$ cat src/rtl/spfc_pkg.sv
// ----------------------------------------------------------------------------
// Serial packet framer package
// Shared constants and types for the framer and its top level.
// ----------------------------------------------------------------------------
package spfc_pkg;

  localparam int unsigned PACKET_LENGTH_DEF = 34;
  localparam int unsigned POS_W             = 6;
  localparam int unsigned BYTE_W            = 8;

  localparam logic [BYTE_W-1:0] HDR_COMMAND  = 8'hAA;
  localparam logic [BYTE_W-1:0] HDR_PACKET   = 8'hAB;
  localparam logic [BYTE_W-1:0] CMD_MODE_ON  = 8'h22;
  localparam logic [BYTE_W-1:0] CMD_MODE_OFF = 8'h24;

  typedef enum logic [2:0] {
    EV_IGNORED  = 3'd0,
    EV_HEADER   = 3'd1,
    EV_DATA     = 3'd2,
    EV_MODE_ON  = 3'd3,
    EV_MODE_OFF = 3'd4,
    EV_UNKNOWN  = 3'd5,
    EV_READY    = 3'd6,
    EV_DROPPED  = 3'd7
  } event_code_t;

  typedef struct packed {
    event_code_t      event_code;
    logic             checksum_ok;
    logic             test_mode;
    logic [POS_W-1:0] byte_position;
  } spfc_result_t;

endpackage

$ cat src/rtl/spfc_framer.sv
// ----------------------------------------------------------------------------
// Framer core
// Frame tracking state, running checksum and test mode flag. Produces the
// result for the presented byte and updates its state when step_en is high.
// ----------------------------------------------------------------------------
module spfc_framer #(
  parameter int unsigned PACKET_LENGTH = spfc_pkg::PACKET_LENGTH_DEF
) (
  input  logic                             clk,
  input  logic                             rst_n,
  input  logic                             step_en,
  input  logic [spfc_pkg::BYTE_W-1:0]      data_byte,
  output spfc_pkg::spfc_result_t           result
);
  import spfc_pkg::*;

  localparam logic [POS_W-1:0] SUM_END  = POS_W'(PACKET_LENGTH - 3);
  localparam logic [POS_W-1:0] LAST_POS = POS_W'(PACKET_LENGTH - 1);

  logic [POS_W-1:0]  pos_r, pos_nxt;
  logic              cmd_frame_r, cmd_frame_nxt;
  logic [BYTE_W-1:0] sum_r, sum_nxt;
  logic              matched_r, matched_nxt;
  logic              mode_r, mode_nxt;
  event_code_t       ev;
  logic              ok;

  always_comb begin
    pos_nxt       = pos_r;
    cmd_frame_nxt = cmd_frame_r;
    sum_nxt       = sum_r;
    matched_nxt   = matched_r;
    mode_nxt      = mode_r;
    ev            = EV_IGNORED;
    ok            = 1'b0;
    if (pos_r == '0) begin
      if ((data_byte == HDR_PACKET) || (data_byte == HDR_COMMAND)) begin
        cmd_frame_nxt = (data_byte == HDR_COMMAND);
        sum_nxt       = data_byte;
        matched_nxt   = 1'b0;
        pos_nxt       = POS_W'(1);
        ev            = EV_HEADER;
      end
    end else if (cmd_frame_r) begin
      if (data_byte == CMD_MODE_ON) begin
        mode_nxt = 1'b1;
        ev       = EV_MODE_ON;
      end else if (data_byte == CMD_MODE_OFF) begin
        mode_nxt = 1'b0;
        ev       = EV_MODE_OFF;
      end else begin
        ev = EV_UNKNOWN;
      end
      cmd_frame_nxt = 1'b0;
      pos_nxt       = '0;
    end else begin
      if (pos_r < SUM_END) begin
        sum_nxt = sum_r + data_byte;
      end else if (pos_r == SUM_END) begin
        matched_nxt = (sum_r == data_byte);
      end
      if (pos_r >= LAST_POS) begin
        // The ready or dropped report uses the mode as it stands now.
        ev      = mode_r ? EV_READY : EV_DROPPED;
        ok      = matched_r;
        pos_nxt = '0;
      end else begin
        ev      = EV_DATA;
        pos_nxt = pos_r + POS_W'(1);
      end
    end
  end

  assign result.event_code    = ev;
  assign result.checksum_ok   = ok;
  assign result.test_mode     = mode_nxt;
  assign result.byte_position = pos_r;

  always_ff @(posedge clk) begin
    if (!rst_n) begin
      pos_r       <= '0;
      cmd_frame_r <= 1'b0;
      sum_r       <= '0;
      matched_r   <= 1'b0;
      mode_r      <= 1'b0;
    end else if (step_en) begin
      pos_r       <= pos_nxt;
      cmd_frame_r <= cmd_frame_nxt;
      sum_r       <= sum_nxt;
      matched_r   <= matched_nxt;
      mode_r      <= mode_nxt;
    end
  end

endmodule

$ cat src/rtl/serial_packet_framer_checksum.sv
// ----------------------------------------------------------------------------
// Serial packet framer with checksum
// Frames received serial bytes into command and packet frames and reports
// one result for every byte.
// ----------------------------------------------------------------------------
// A byte accepted into the input register moves into the result register
// as soon as that register is free, and its result then shows on out_valid
// (input register, then result register).
// Throughput: one byte per cycle while out_stall stays low, set by the state
// update of the framer core between the two registers.
// Reset (rst_n low, synchronous): both registers empty, framer idle, sum
// cleared, test mode off.
// ----------------------------------------------------------------------------
module serial_packet_framer_checksum #(
  parameter int unsigned PACKET_LENGTH = spfc_pkg::PACKET_LENGTH_DEF
) (
  input  logic                           clk,
  input  logic                           rst_n,
  input  logic                           in_valid,
  output logic                           in_stall,
  input  logic [spfc_pkg::BYTE_W-1:0]    in_data_byte,
  output logic                           out_valid,
  input  logic                           out_stall,
  output logic [2:0]                     out_event_code,
  output logic                           out_checksum_ok,
  output logic                           out_test_mode,
  output logic [spfc_pkg::POS_W-1:0]     out_byte_position
);
  import spfc_pkg::*;

  // Input register: holds one accepted byte until the result register can
  // take its result.
  logic              in_valid_r;
  logic [BYTE_W-1:0] in_byte_r;

  // Result register.
  logic              out_valid_r;
  spfc_result_t      out_res_r;

  spfc_result_t      step_res;
  logic              out_free;
  logic              step_en;
  logic              in_xfer;

  // The result register can load when it is empty or its result is being
  // transferred out in this cycle.
  assign out_free = !out_valid_r || !out_stall;

  // The framer state advances exactly once per byte, when the byte moves
  // from the input register into the result register.
  assign step_en  = in_valid_r && out_free;

  // The input register takes a new byte whenever it is empty or draining,
  // so bytes stream back to back while the result side keeps up.
  assign in_stall = in_valid_r && !out_free;
  assign in_xfer  = in_valid && !in_stall;

  spfc_framer #(
    .PACKET_LENGTH (PACKET_LENGTH)
  ) u_framer (
    .clk       (clk),
    .rst_n     (rst_n),
    .step_en   (step_en),
    .data_byte (in_byte_r),
    .result    (step_res)
  );

  always_ff @(posedge clk) begin
    if (!rst_n) begin
      in_valid_r <= 1'b0;
    end else if (!in_stall) begin
      in_valid_r <= in_valid;
    end
  end

  // Payload needs no reset; it is only looked at while its valid is set.
  always_ff @(posedge clk) begin
    if (in_xfer) begin
      in_byte_r <= in_data_byte;
    end
  end

  always_ff @(posedge clk) begin
    if (!rst_n) begin
      out_valid_r <= 1'b0;
    end else if (out_free) begin
      out_valid_r <= in_valid_r;
    end
  end

  always_ff @(posedge clk) begin
    if (step_en) begin
      out_res_r <= step_res;
    end
  end

  assign out_valid         = out_valid_r;
  assign out_event_code    = out_res_r.event_code;
  assign out_checksum_ok   = out_res_r.checksum_ok;
  assign out_test_mode     = out_res_r.test_mode;
  assign out_byte_position = out_res_r.byte_position;

endmodule

$ cat config.mk
export PLATFORM = sky130hd
export DESIGN_NAME = serial_packet_framer_checksum
export DESIGN_NICKNAME = d
export VERILOG_FILES = /design/src/rtl/spfc_pkg.sv /design/src/rtl/spfc_framer.sv /design/src/rtl/serial_packet_framer_checksum.sv
export SDC_FILE = /design/constraint.sdc
export NUM_CORES = 1
export LEC_CHECK = 0
export ABC_CLOCK_PERIOD_IN_PS = 6000
export BUFFER_PORTS_ARGS = -buffer_cell sky130_fd_sc_hd__buf_4
export CAP_MARGIN = 40
export CORE_MARGIN = 10
export CORE_UTILIZATION = 38
export DETAILED_ROUTE_END_ITERATION = 16
export GPL_TIMING_DRIVEN = 0
export PLACE_DENSITY = 0.65
export SETUP_SLACK_MARGIN = 0.02
export SYNTH_ARGS = -nofsm -noshare
export SYNTH_HDL_FRONTEND = slang
export SYNTH_SLANG_ARGS = --single-unit
$ cat constraint.sdc
create_clock -name clk -period 6 [get_ports clk]
set_input_delay 0 -clock clk [delete_from_list [all_inputs] [get_ports clk]]
set_output_delay 0 -clock clk [all_outputs]
set_load 0.005 [all_outputs]
# After elaboration in Yosys (flattened, before gate mapping)
# Cells that the tools add are included.
[totals] mem_bits_ro=0 reg_bits=38 mem_count=0 latchBits=0 ram_bits=0 output_inout_bits=13
[op_classes] shift=0 n_addsub=2 muxes=26 multipliers=0 n_reduce_logical=16 order_cmp=2 div=0 bitwise_logic=1 eq_ne=9
[ops] cell="two-way mux 8 bit" n=4
[ops] cell="two-way mux 6 bit" n=4
[ops] cell="== test 8 x 6 -> 1 bit, second input constant" n=2
[ops] cell="== test 8 bit, second input constant" n=2
[ops] cell="two-way mux 1 bit" n=14
[ops] cell="two-way mux 3 bit" n=4
[ops] cell="adder 8 bit" n=1
[ops] cell="== test 8 bit" n=1
[ops] cell="adder 6 x 1 -> 6 bit, second input constant" n=1
[ops] cell="== test 6 x 5 -> 1 bit, second input constant" n=1
[ops] cell="greater-or-equal comparator 6 bit, second input constant" n=1
[ops] cell="logical NOT 6 bit" n=1
[ops] cell="< comparator 6 x 5 -> 1 bit, second input constant" n=1
[ops] cell="AND reduction 5 bit" n=1
[ops] cell="logical NOT 1 bit" n=4
[ops] cell="!= test 2 bit, second input constant" n=2
[ops] cell="AND reduction 4 bit" n=1
[ops] cell="nonzero test 2 bit" n=2
[ops] cell="logical AND 1 bit" n=3
[ops] cell="OR reduction 3 bit" n=1
[ops] cell="logical OR 1 bit" n=2
[ops] cell="!= test 2 x 1 -> 1 bit, second input constant" n=1
[ops] cell="AND reduction 2 bit" n=1
[ops] cell="inverter 1 bit" n=1

# Longest topological paths before layout
# Gate-level depths: netlist of the first run.
[depth] word_depth=6 ltp_mapped=8 ltp_nobuf=8

# Cells and area by module
# A second synthesis of the first run with hierarchy kept.
[hier_totals] cells_unflattened=194 hier_area_um2=2077.0
[by_module_without_submodules] module="spfc_framer" seq_area_each_um2=340.3 cells_each=167 instances=1 area_per_inst_um2=1422.6
[by_module_without_submodules] module="serial_packet_framer_checksum" seq_area_each_um2=610.6 cells_each=27 instances=1 area_per_inst_um2=654.4

# Least setup slack after synthesis of the first run
# OpenSTA, ideal clock, no wires.
[synth_timing] path_kind="reg2reg" from="register in_byte_r[2]" to="register u_framer.sum_r[7]" path_stages_with_launch=7 t_required_ns=5.927 path_slack_ns=4.042 setup_ns=0.073 arrival_time_ns=1.885 synth_period_minus_slack_ns=1.958 cell_sequence="edfxtp_1 > ha_1 > o21ai_0 > nor3_1 > mux2_2 > o2111a_1 > nor3_2"
[synth_between] elab_chain_cells=4
[synth_lines] element="start, declared" line="serial_packet_framer_checksum.sv:34" source="logic [BYTE_W-1:0] in_byte_r;"
[synth_lines] element="start signal, assigned" line="serial_packet_framer_checksum.sv:79" source="in_byte_r <= in_data_byte;"
[synth_lines] element="adder 8 bit or == test 8 bit (tied branches)" line="spfc_framer.sv:58, spfc_framer.sv:37"
[synth_lines] element="two-way mux 8 bit or logical OR 1 bit (tied branches)" line="spfc_framer.sv:57, spfc_framer.sv:37"
[synth_lines] element="two-way mux 8 bit or != test 2 bit (tied branches)"
[synth_lines] element="two-way mux 8 bit or AND reduction 4 bit (tied branches)"
[synth_lines] element="end signal, assigned" line="spfc_framer.sv:89" source="sum_r <= sum_nxt;"
[synth_lines] element="end, declared" line="spfc_framer.sv:22" source="logic [BYTE_W-1:0] sum_r, sum_nxt;"
# Parallel ways exist; a longest one is shown, timed or not. The select of a mux whose other input is x is not followed.
# A chain may end at the register's enable or synchronous reset.

==> results of run 1 <==
[power groups by stage]
| stage | Combinational, mW | Clock [mW] | Sequential [mW] |
|---|---|---|---|
| 3_5_place_dp | 0.0357 | 0 | 0.290 |
| 6_report | 0.0411 | 0.188 | 0.284 |
| 5_1_grt | 0.0456 | 0.204 | 0.285 |
| 4_1_cts | 0.0409 | 0.193 | 0.284 |
| 2_1_floorplan | 0.0193 | 0 | 0.289 |
| 3_3_place_gp | 0.0352 | 0 | 0.290 |
[placed cells by master, fill, tap and decap left out, types with 4 or more instances in the layout]
master         netlist  routed
edfxtp_1            19      19
nand2_1             18      18
nand3_1              6       6
dfxtp_1             19      19
a21oi_1             15      15
a211oi_1             4       4
nor3_1               5       5
buf_4                0      24
inv_1                9       9
dlygate4sd3_1        0      10
nor2_1              21      21
o21ai_0              6       6
clkbuf_1             4       4
ha_1                10      10
nor4_1               4       4
clkbuf_8             0       6
[cell usage after synthesis (2+ instances only)]
| master | instances |
|---|---|
| inv_1 | 9 |
| nor2b_1 | 3 |
| a211oi_1 | 4 |
| o31ai_1 | 2 |
| nand3_1 | 6 |
| and3_1 | 3 |
| o21ai_1 | 3 |
| nand4b_1 | 2 |
| nand2_1 | 18 |
| o21bai_1 | 3 |
| nor4_1 | 4 |
| ha_1 | 10 |
| clkbuf_1 | 4 |
| a21o_1 | 2 |
| nor3_1 | 5 |
| nor2_1 | 21 |
| xnor2_1 | 3 |
| nand4_1 | 2 |
| dfxtp_1 | 19 |
| a221oi_1 | 2 |
| a31oi_1 | 2 |
| o21a_1 | 3 |
| nor3b_1 | 2 |
| nand3b_1 | 2 |
| nand2b_1 | 3 |
| edfxtp_1 | 19 |
| a311oi_1 | 3 |
| a21oi_1 | 15 |
| o21ai_0 | 6 |
[cells by family after synthesis]
logic type | synth area share [%]
flip-flops | 46.6
AO/OA/AOI/OAI | 19.7
buffers and inverters | 3.13
adder cells (fa/ha/maj) | 7.12
multiplexers | 1.04
XOR/XNOR | 1.72
AND/OR/NAND/NOR | 20.7
[worst paths after layout]
kind / startpoint / endpoint / cells past startpoint
max reg2reg: u_framer.pos_r[0] / out_test_mode / 8
min: rst_n / u_framer.sum_r[4] / 3
min reg2reg: u_framer.pos_r[5] / out_byte_position[5] / 0
max: u_framer.pos_r[0] / out_test_mode / 8
[sequential cells by signal (all words and copies together) (netlist names)]
signal,cells
out_test_mode,1
u_framer.matched_r,1
out_checksum_ok,1
out_byte_position,6
out_valid,1
u_framer.sum_r,8
u_framer.cmd_frame_r,1
out_event_code,3
in_byte_r,8
u_framer.pos_r,6
u_framer.mode_r,1
in_valid_r,1
[what timing repair did]
action                    CTS  global route
gates resized for setup     0             0
hold endpoints to repair   10             0
setup buffers               0             0
hold buffers               10             0
[per-layer routing]
metal	GRT usage, %	wire [um]	vias to the layer above
met4	5.01	98	0
met2	19.4	2190	45
met3	2.96	264	9
li1	-	-	852
met5	0	0	-
met1	13.2	2100	795
[final cells by class]
cell class	count	area, um^2
Inverter	9	33.8
Buffer	6	30.0
Clock buffer	6	82.6
Fill cell	481	2670
Timing Repair Buffer	34	280
Multi-Input combinational cell	150	1020
Clock inverter	2	12.5
Sequential cell	38	951
Tap cell	70	87.6
[critical path, cell delays in order, from the launching register on]
cell and delay [ns]:
dfxtp_1 0.37, inv_1 0.10, ha_1 0.16, nor4b_2 0.43, nand2b_1 0.21, clkbuf_1 0.29, and4b_1 0.29, o21ai_0 0.14
nand2_1 0.08
==> results by group, run 1 <==
Run status
  – Status: finished, final reports clean

Pwr
  – Sequential Power Share: 55.4%
  – Int Power: 392 uW
  – Sw Ratio: between 20% and 30%
  – Clock power share: around 37%
  – Overall Power: 512 uW
  – Switching power: 121 uW
  – PwrDens: 205 nW/um^2
  – Max VDD drop: between 0.0001 and 0.00015 V
  – Combinational share of power: under 10%
  – Leak pwr: 0.963 nW

Placement
  – Dpl hpwl: 3.30 mm
  – DP Cell Count: 297
  – Routability congestion estimate: 0.850
  – Cell Area, Placed: 2310 um^2
  – Dpl ws: 3.71 ns
  – I/O Buffers: 24

Route
  – Routed Antenna Nets: 0
  – Via/cell ratio: 5.40
  – Total wire length: around 4.7 mm
  – Drt first pass iters: 4
  – Detailed router's first-iteration violation count: 157
  – Wire per inst: 14.8 um
  – Drt drc: 0
  – Vias: ~1700

Synthesis
  – Yosys top cell area share: 28.0%
  – Avg Inst Size Synth: 10.0 um^2
  – Post-synth top flop: edfxtp_1
  – Net Count, Synth: about 230
  – #FFs+latches synth: 38
  – Register area share after synthesis: 46.6%
  – Post-Synthesis Cell Area: 2040 um^2
  – Synth top area cells: edfxtp_1 28%, dfxtp_1 19%, ha_1 6.1%
  – Distinct cells, synth: 52
  – Mapped Cells: between 200 and 250
  – Ys Warns: 0
  – Top cell type by total area after synthesis: edfxtp_1
  – Post-synth ARST share: 0%
  – Post-synth EDFFs: 19

Floorplan
  – Die H: 93.3 um
  – FP Rows: 26
  – Die Span X: 93.3 um
  – Die ar.: around 8700 um^2
  – Num ports: 25
  – Core box area: 5170 um^2
  – Initial core utilization: 39.4%

Clock tree
  – Htree depth: 2
  – Clock Pin Slew Worst Setup and Hold Paths: 0.08 ns
  – CTS Sinks: 38
  – Skew-Pair Late Insertion Delay: 0.29 ns
  – CTS tree: done
  – Clock buffer depth: 2
  – Clock Tree Root: clkbuf_8
  – Num CTS Buffers: 5

Timing
  – Minimum clock period: 2.32 ns
  – Rel. slew slack: a little over half
  – Worst hold margin: about 0.0085 ns
  – Tcrit/Tclk final: 38.6%
  – Finish-stage setup viols: 0
  – Setup ws final: 3.68 ns
  – RSZ-0062 raised after global routing: false
  – Hold Vio Cnt, Final: 0
  – Pins Over Slew Limit: 0
  – Max Fclk: 0.431 GHz
  – Clock Skews: 0.00274 ns
  – Setup_tns: 0 ns
  – Worst-margin pin slew: 0.686 ns

Critical path
  – CP Launch Type: flip-flop
  – Crit end category: flip-flop
  – CP max FO: 10
  – Worst EP arrival: 2.36 ns
  – Worst setup path class: flip-flop to flip-flop
  – R2R Setup Slk: 3.68 ns
  – Worst EP required: 6.04 ns

Run
  – Max Cap Viol: 0

Finish
  – Final Cell Area: 2500 um^2
  – Inserted Diodes: 0
  – Final std cells w/o fill: 315
  – Area Overhead vs Synth: 22.7%
  – Layout cells sized above 1: around 17%
  – Nets: 267
  – Post-Route Utilization: around half

Global route
  – Tot GR Track Use: 11.4%
  – GR Overflow Total: 0
  – Initial antenna violation count: 0
  – First-pass GRT wire length: between 8 and 9 mm
  – Vias in the first global route: 1721
  – Pin count of the biggest net entering global routing: 16

Min path
  – Hold Crit Class: input port to flip-flop
Note: power is estimated with default switching activity, not from simulation.
==> run 2, diff against run 1 <==
--- a/config.mk
+++ b/config.mk
@@ -5,14 +5,14 @@
 export SDC_FILE = /design/constraint.sdc
 export NUM_CORES = 1
 export LEC_CHECK = 0
-export ABC_CLOCK_PERIOD_IN_PS = 6000
+export ABC_CLOCK_PERIOD_IN_PS = 2050
 export BUFFER_PORTS_ARGS = -buffer_cell sky130_fd_sc_hd__buf_4
 export CAP_MARGIN = 40
 export CORE_MARGIN = 10
 export CORE_UTILIZATION = 38
 export DETAILED_ROUTE_END_ITERATION = 16
 export GPL_TIMING_DRIVEN = 0
-export PLACE_DENSITY = 0.65
+export PLACE_DENSITY = 0.67
 export SETUP_SLACK_MARGIN = 0.02
 export SYNTH_ARGS = -nofsm -noshare
 export SYNTH_HDL_FRONTEND = slang
==> constraint.sdc (replaced) <==
create_clock -name clk -period 2.05 [get_ports clk]
set_input_delay 0 -clock clk [delete_from_list [all_inputs] [get_ports clk]]
set_output_delay 0 -clock clk [all_outputs]
set_load 0.005 [all_outputs]
==> results by group, run 2 (same netlist as run 1, synthesis figures left out) <==
Route
  – Total wire length: 5.43 mm (was 4.66 mm)
  – Wire per inst: 16.2 um (was 14.8 um)
  – Vias: 1877 (was 1701)
  – Drt drc: 0 (unchanged)
  – Detailed router's first-iteration violation count: 144 (was 157)
  – Routed Antenna Nets: 0 (unchanged)
  – Drt first pass iters: 5 (was 4)
  – Via/cell ratio: 5.62 (was 5.40)

Clock tree
  – Skew-Pair Late Insertion Delay: 0.29 ns (about the same)
  – Clock Pin Slew Worst Setup and Hold Paths: 0.08 ns (about the same)
  – Num CTS Buffers: 5 (unchanged)
  – Clock Tree Root: clkbuf_8 (unchanged)
  – Clock buffer depth: 2 (unchanged)
  – CTS Sinks: 38 (unchanged)
  – Htree depth: 2 (unchanged)
  – CTS tree: done (unchanged)

Global route
  – First-pass GRT wire length: 8.37 mm (was 8.16 mm)
  – Tot GR Track Use: 11.7% (was 11.4%)
  – Initial antenna violation count: 0 (unchanged)
  – GR Overflow Total: 0 (unchanged)
  – Vias in the first global route: 1754 (was 1721)
  – Pin count of the biggest net entering global routing: 16 (unchanged)

Pwr
  – Sequential Power Share: 50.6% (was 55.4%)
  – Leak pwr: 1.10 nW (was 0.963 nW)
  – Sw Ratio: 21.2% (was 23.6%)
  – Int Power: 1.29 mW (was 392 uW)
  – PwrDens: 576 nW/um^2 (was 205 nW/um^2)
  – Switching power: 347 uW (was 121 uW)
  – Combinational share of power: 9.2% (was 8.0%)
  – Clock power share: 40.2% (was 36.6%)
  – Max VDD drop: 0.000331 V (was 0.000104 V)

Critical path
  – Worst EP arrival: 2.20 ns (was 2.36 ns)
  – Worst setup path class: flip-flop to flip-flop (unchanged)
  – R2R depth: 7 (was 8)
  – CP max FO: 8 (was 10)
  – Crit end category: flip-flop (unchanged)
  – CP Launch Type: flip-flop (unchanged)
  – Worst EP required: 2.23 ns (was 6.04 ns)

Placement
  – DP Cell Count: 297 (unchanged)
  – Dpl hpwl: 3.35 mm (was 3.30 mm)
  – I/O Buffers: 24 (unchanged)
  – Routability congestion estimate: 0.815 (was 0.850)

Floorplan
  – Num ports: 25 (unchanged)
  – Core box area: 5170 um^2 (unchanged)
  – Die H: 93.3 um (unchanged)
  – Die Span X: 93.3 um (unchanged)
  – Initial core utilization: 39.4% (unchanged)
  – FP Rows: 26 (unchanged)
  – Die ar.: 8700 um^2 (unchanged)

Timing
  – Clock Skews: 0.00886 ns (was 0.00274 ns)
  – Minimum clock period: 2.02 ns (was 2.32 ns)
  – Worst hold margin: -0.00450 ns (was 0.00855 ns)
  – Pins Over Slew Limit: 0 (unchanged)
  – Hold Vio Cnt, Final: 1 (was 0)
  – Setup_tns: 0 ns (unchanged)
  – Max Fclk: 0.496 GHz (was 0.431 GHz)
  – Worst-margin pin slew: 0.616 ns (was 0.686 ns)
  – Rel. slew slack: 58.8% (was 54.1%)
  – Tcrit/Tclk final: 98.4% (was 38.6%)
  – Finish-stage setup viols: 0 (unchanged)

Finish
  – Commonest non-fill, non-tap cell in the layout: buf_4 (unchanged)
  – Most frequent cells in the layout: 43 x buf_4, 19 x nor2_1, 19 x edfxtp_1, 18 x nand2_1, 17 x dfxtp_1 (was 24 x buf_4, 21 x nor2_1, 19 x edfxtp_1, 19 x dfxtp_1, 18 x nand2_1)
  – Inserted Diodes: 0 (unchanged)
  – Final std cells w/o fill: 334 (was 315)
  – Area Overhead vs Synth: 39.3% (was 22.7%)
  – Nets: 286 (was 267)
  – Layout filler cell count: 435 (was 481)
  – Post-Route Utilization: 54.9% (was 48.4%)
  – Top flop regs: in_byte_r: 8 flops, u_framer.sum_r: 8 flops (unchanged)
  – Layout cells sized above 1: 32.2% (was 16.7%)

Run
  – Max Cap Viol: 0 (unchanged)

Min path
  – Hold Crit Class: input port to flip-flop (unchanged)
  – Worst Hold Path Cells: 3 (unchanged)

Run status
  – Status: finished, violations left (was finished, final reports clean)
  – Failing checks: negative hold slack
## run 2: critical path, cell delays in order, from the launching register on
cell	delay [ns]
dfxtp_4	0.36
inv_4	0.06
ha_4	0.12
or4b_4	0.50
a21oi_4	0.20
o2111a_4	0.33
nor2_1	0.06
a311oi_1	0.28
## run 2: per-layer routing
metal	vias up	wire [um]	GRT usage [%]
li1	885	-	-
met1	905	2290	14.0
met2	71	2730	19.4
met3	16	265	2.96
met4	0	142	4.63
met5	-	0	0
## run 2: path summary, 6_finish.rpt
check | startpoint | to | slack (ns)
setup / recovery | u_framer.pos_r[1] | u_framer.sum_r[2] | 0.03
hold / removal | rst_n | u_framer.sum_r[5] | -0.005
setup reg to reg | u_framer.pos_r[1] | u_framer.sum_r[2] | 0.03
hold reg to reg | u_framer.matched_r | u_framer.matched_r | 0.47
## run 2: cell type report
cell class | count | area [um^2] | share of cell area [%]
clock inverters | 1 | 30.0 | 1.06
multi-input cells | 150 | 1160 | 40.9
repair buffers | 54 | 448 | 15.8
inverters | 9 | 38.8 | 1.37
flip-flops and latches | 38 | 958 | 33.7
well taps | 70 | 87.6 | 3.08
clock buffers | 7 | 86.3 | 3.04
plain buffers | 5 | 31.3 | 1.10
## run 2: timing repair
action | CTS | global route
hold buffers | 10 | 0
cloned | 0 | 1
pin swaps | 3 | 13
resized for setup | 10 | 28
hold endpoints to repair | 10 | 0
buffers inserted | 6 | 13
setup endpoints to repair | 14 | 20
## run 2: power groups by stage
stage	Sequential (mW)	Clock, mW	Combinational (mW)
6_report	0.828	0.658	0.150
5_1_grt	0.830	0.702	0.166
4_1_cts	0.827	0.669	0.129
3_5_place_dp	0.848	0	0.104
3_3_place_gp	0.848	0	0.102
2_1_floorplan	0.845	0	0.0565
## run 2: per-stage QoR
stage | instance area [um^2] | worst slack (ns) | total power, mW
floorplan | 2040 | 0.0921 | 0.902
global placement | 2310 | -0.189 | 0.950
detailed placement | 2310 | -0.226 | 0.952
CTS | 2600 | 0.0245 | 1.62
global route | 2840 | -0.0806 | 1.70
finish | 2840 | 0.0329 | 1.64
==> run 3, diff against run 2 <==
--- a/config.mk
+++ b/config.mk
@@ -12,6 +12,7 @@
 export CORE_UTILIZATION = 38
 export DETAILED_ROUTE_END_ITERATION = 16
 export GPL_TIMING_DRIVEN = 0
+export HOLD_SLACK_MARGIN = 0.15
 export PLACE_DENSITY = 0.67
 export SETUP_SLACK_MARGIN = 0.02
 export SYNTH_ARGS = -nofsm -noshare
==> results by group, run 3 (same netlist as run 1, synthesis figures left out) <==
Finish
  – Top flop regs: in_byte_r: 8 flops, u_framer.sum_r: 8 flops (unchanged)
  – Nets: 287 (was 286)
  – Post-Route Utilization: 55.1% (was 54.9%)
  – Area of the multi-input gates: 1160 um^2 (unchanged)
  – Final Cell Area: 2850 um^2 (was 2840 um^2)
  – Area Overhead vs Synth: 39.8% (was 39.3%)
  – FF/Latch Area: 958 um^2 (unchanged)
  – Inserted Diodes: 0 (unchanged)
  – Layout filler cell count: 434 (was 435)
  – Commonest non-fill, non-tap cell in the layout: buf_4 (unchanged)
  – Layout cells sized above 1: 32.1% (was 32.2%)
  – Most frequent cells in the layout: 43 x buf_4, 19 x nor2_1, 19 x edfxtp_1, 18 x nand2_1, 17 x dfxtp_1 (unchanged)

Pwr
  – Leak pwr: 1.11 nW (was 1.10 nW)
  – PwrDens: 575 nW/um^2 (was 576 nW/um^2)
  – Max VDD drop: 0.000331 V (about the same)

Global route
  – Vias in the first global route: 1754 (unchanged)
  – Pin count of the biggest net entering global routing: 16 (unchanged)
  – GR Overflow Total: 0 (unchanged)
  – Tot GR Track Use: 11.7% (unchanged)
  – Initial antenna violation count: 0 (unchanged)
  – First-pass GRT wire length: 8.37 mm (unchanged)

Floorplan
  – Initial core utilization: 39.4% (unchanged)
  – Die ar.: 8700 um^2 (unchanged)
  – Die Span X: 93.3 um (unchanged)
  – Core box area: 5170 um^2 (unchanged)
  – Die H: 93.3 um (unchanged)
  – Num ports: 25 (unchanged)
  – FP Rows: 26 (unchanged)

Placement
  – I/O Buffers: 24 (unchanged)
  – Routability congestion estimate: 0.815 (unchanged)
  – Dpl hpwl: 3.35 mm (unchanged)
  – Cell Area, Placed: 2310 um^2 (unchanged)

Clock tree
  – Skew-Pair Late Insertion Delay: 0.29 ns (about the same)
  – Clock buffer depth: 2 (unchanged)
  – Clock Pin Slew Worst Setup and Hold Paths: 0.08 ns (about the same)
  – CTS Sinks: 38 (unchanged)
  – Htree depth: 2 (unchanged)
  – Clock Tree Root: clkbuf_8 (unchanged)
  – CTS tree: done (unchanged)
  – Num CTS Buffers: 5 (unchanged)

Timing
  – Tcrit/Tclk final: 98.7% (was 98.4%)
  – Finish-stage setup viols: 0 (unchanged)
  – Clock Skews: 0.00889 ns (was 0.00886 ns)
  – Pins Over Slew Limit: 0 (unchanged)
  – Rel. slew slack: 58.8% (about the same)
  – Minimum clock period: 2.02 ns (about the same)
  – Worst-margin pin slew: 0.616 ns (about the same)
  – Max Fclk: 0.494 GHz (was 0.496 GHz)
  – Hold Vio Cnt, Final: 0 (was 1)

Route
  – Wire per inst: 16.2 um (about the same)
  – Detailed router's first-iteration violation count: 141 (was 144)
  – Total wire length: 5.42 mm (was 5.43 mm)
  – Vias: 1877 (unchanged)
  – Drt first pass iters: 4 (was 5)
  – Via/cell ratio: 5.60 (was 5.62)
  – Routed Antenna Nets: 0 (unchanged)
  – Drt drc: 0 (unchanged)

Critical path
  – CP max FO: 8 (unchanged)
  – CP Launch Type: flip-flop (unchanged)
  – Worst setup path class: flip-flop to flip-flop (unchanged)
  – Worst EP arrival: 2.20 ns (about the same)
  – Crit end category: flip-flop (unchanged)
  – Worst EP required: 2.23 ns (about the same)

Run
  – Max Cap Viol: 0 (unchanged)

Run status
  – Status: finished, final reports clean (was finished, violations left)

Min path
  – Hold Crit Class: input port to flip-flop (unchanged)
## run 3: cell types whose count changed in the layout (fill, tap and decap cells not counted), sizes merged
| cell | before | now |
|---|---|---|
| dlygate4sd3 | 10 | 11 |
## run 3: layout make-up
| class | count | share of cell area (%) |
|---|---|---|
| Clock buffer | 7 | 3.03 |
| Inverter | 9 | 1.36 |
| Timing Repair Buffer | 55 | 16.1 |
| Buffer | 5 | 1.10 |
| Sequential cell | 38 | 33.6 |
| Multi-Input combinational cell | 150 | 40.7 |
| Tap cell | 70 | 3.07 |
| Clock inverter | 1 | 1.05 |
## run 3: power by group
group,internal (mW),total (mW),switching (mW)
sequential,0.814,0.828,0.0135
combinational,0.0797,0.152,0.0721
clock,0.397,0.659,0.262
total,1.29,1.64,0.347
## run 3: critical path, cell delays in order, from the launching register on
cell and delay [ns]:
dfxtp_4 0.36, inv_4 0.06, ha_4 0.12, or4b_4 0.50, a21oi_4 0.20, o2111a_4 0.33
nor2_1 0.06, a311oi_1 0.28
## run 3: per-stage QoR
step                      cells  hold slack [ns]  setup WS, ns  setup TNS, ns  power, mW
after detailed placement    297            0.180        -0.226         -0.722      0.952
after CTS                   322            0.418        0.0245              0       1.63
after global routing        335            0.442       -0.0806         -0.161       1.70
after global placement      297            0.178        -0.189         -0.402      0.950
final                       335            0.426        0.0261              0       1.64
after floorplan             203           0.0989        0.0921              0      0.902
## run 3: what timing repair did
item	CTS	global route
endpoints found under the hold margin	19	0
cloned	0	1
pin swaps	3	13
gates resized for setup	10	28
hold buffers	11	0
endpoints found under the setup margin	14	20
setup buffers	6	13
## run 3: worst paths after layout
kind,startpoint,end,slack (ns),cells after the start
setup reg to reg,u_framer.pos_r[1],u_framer.sum_r[2],0.03,7
hold reg to reg,u_framer.matched_r,u_framer.matched_r,0.47,2
hold / removal,in_data_byte[1],in_byte_r[1],0.43,2
setup / recovery,u_framer.pos_r[1],u_framer.sum_r[2],0.03,7
## run 3: per-layer routing
layer / share of wire, % / routed length [um] / track usage [%]
met1: 43 / 2340 / 14.0
met2: 50 / 2710 / 19.4
met3: 4.7 / 252 / 2.96
met4: 2.2 / 120 / 4.63
met5: 0 / 0 / 0
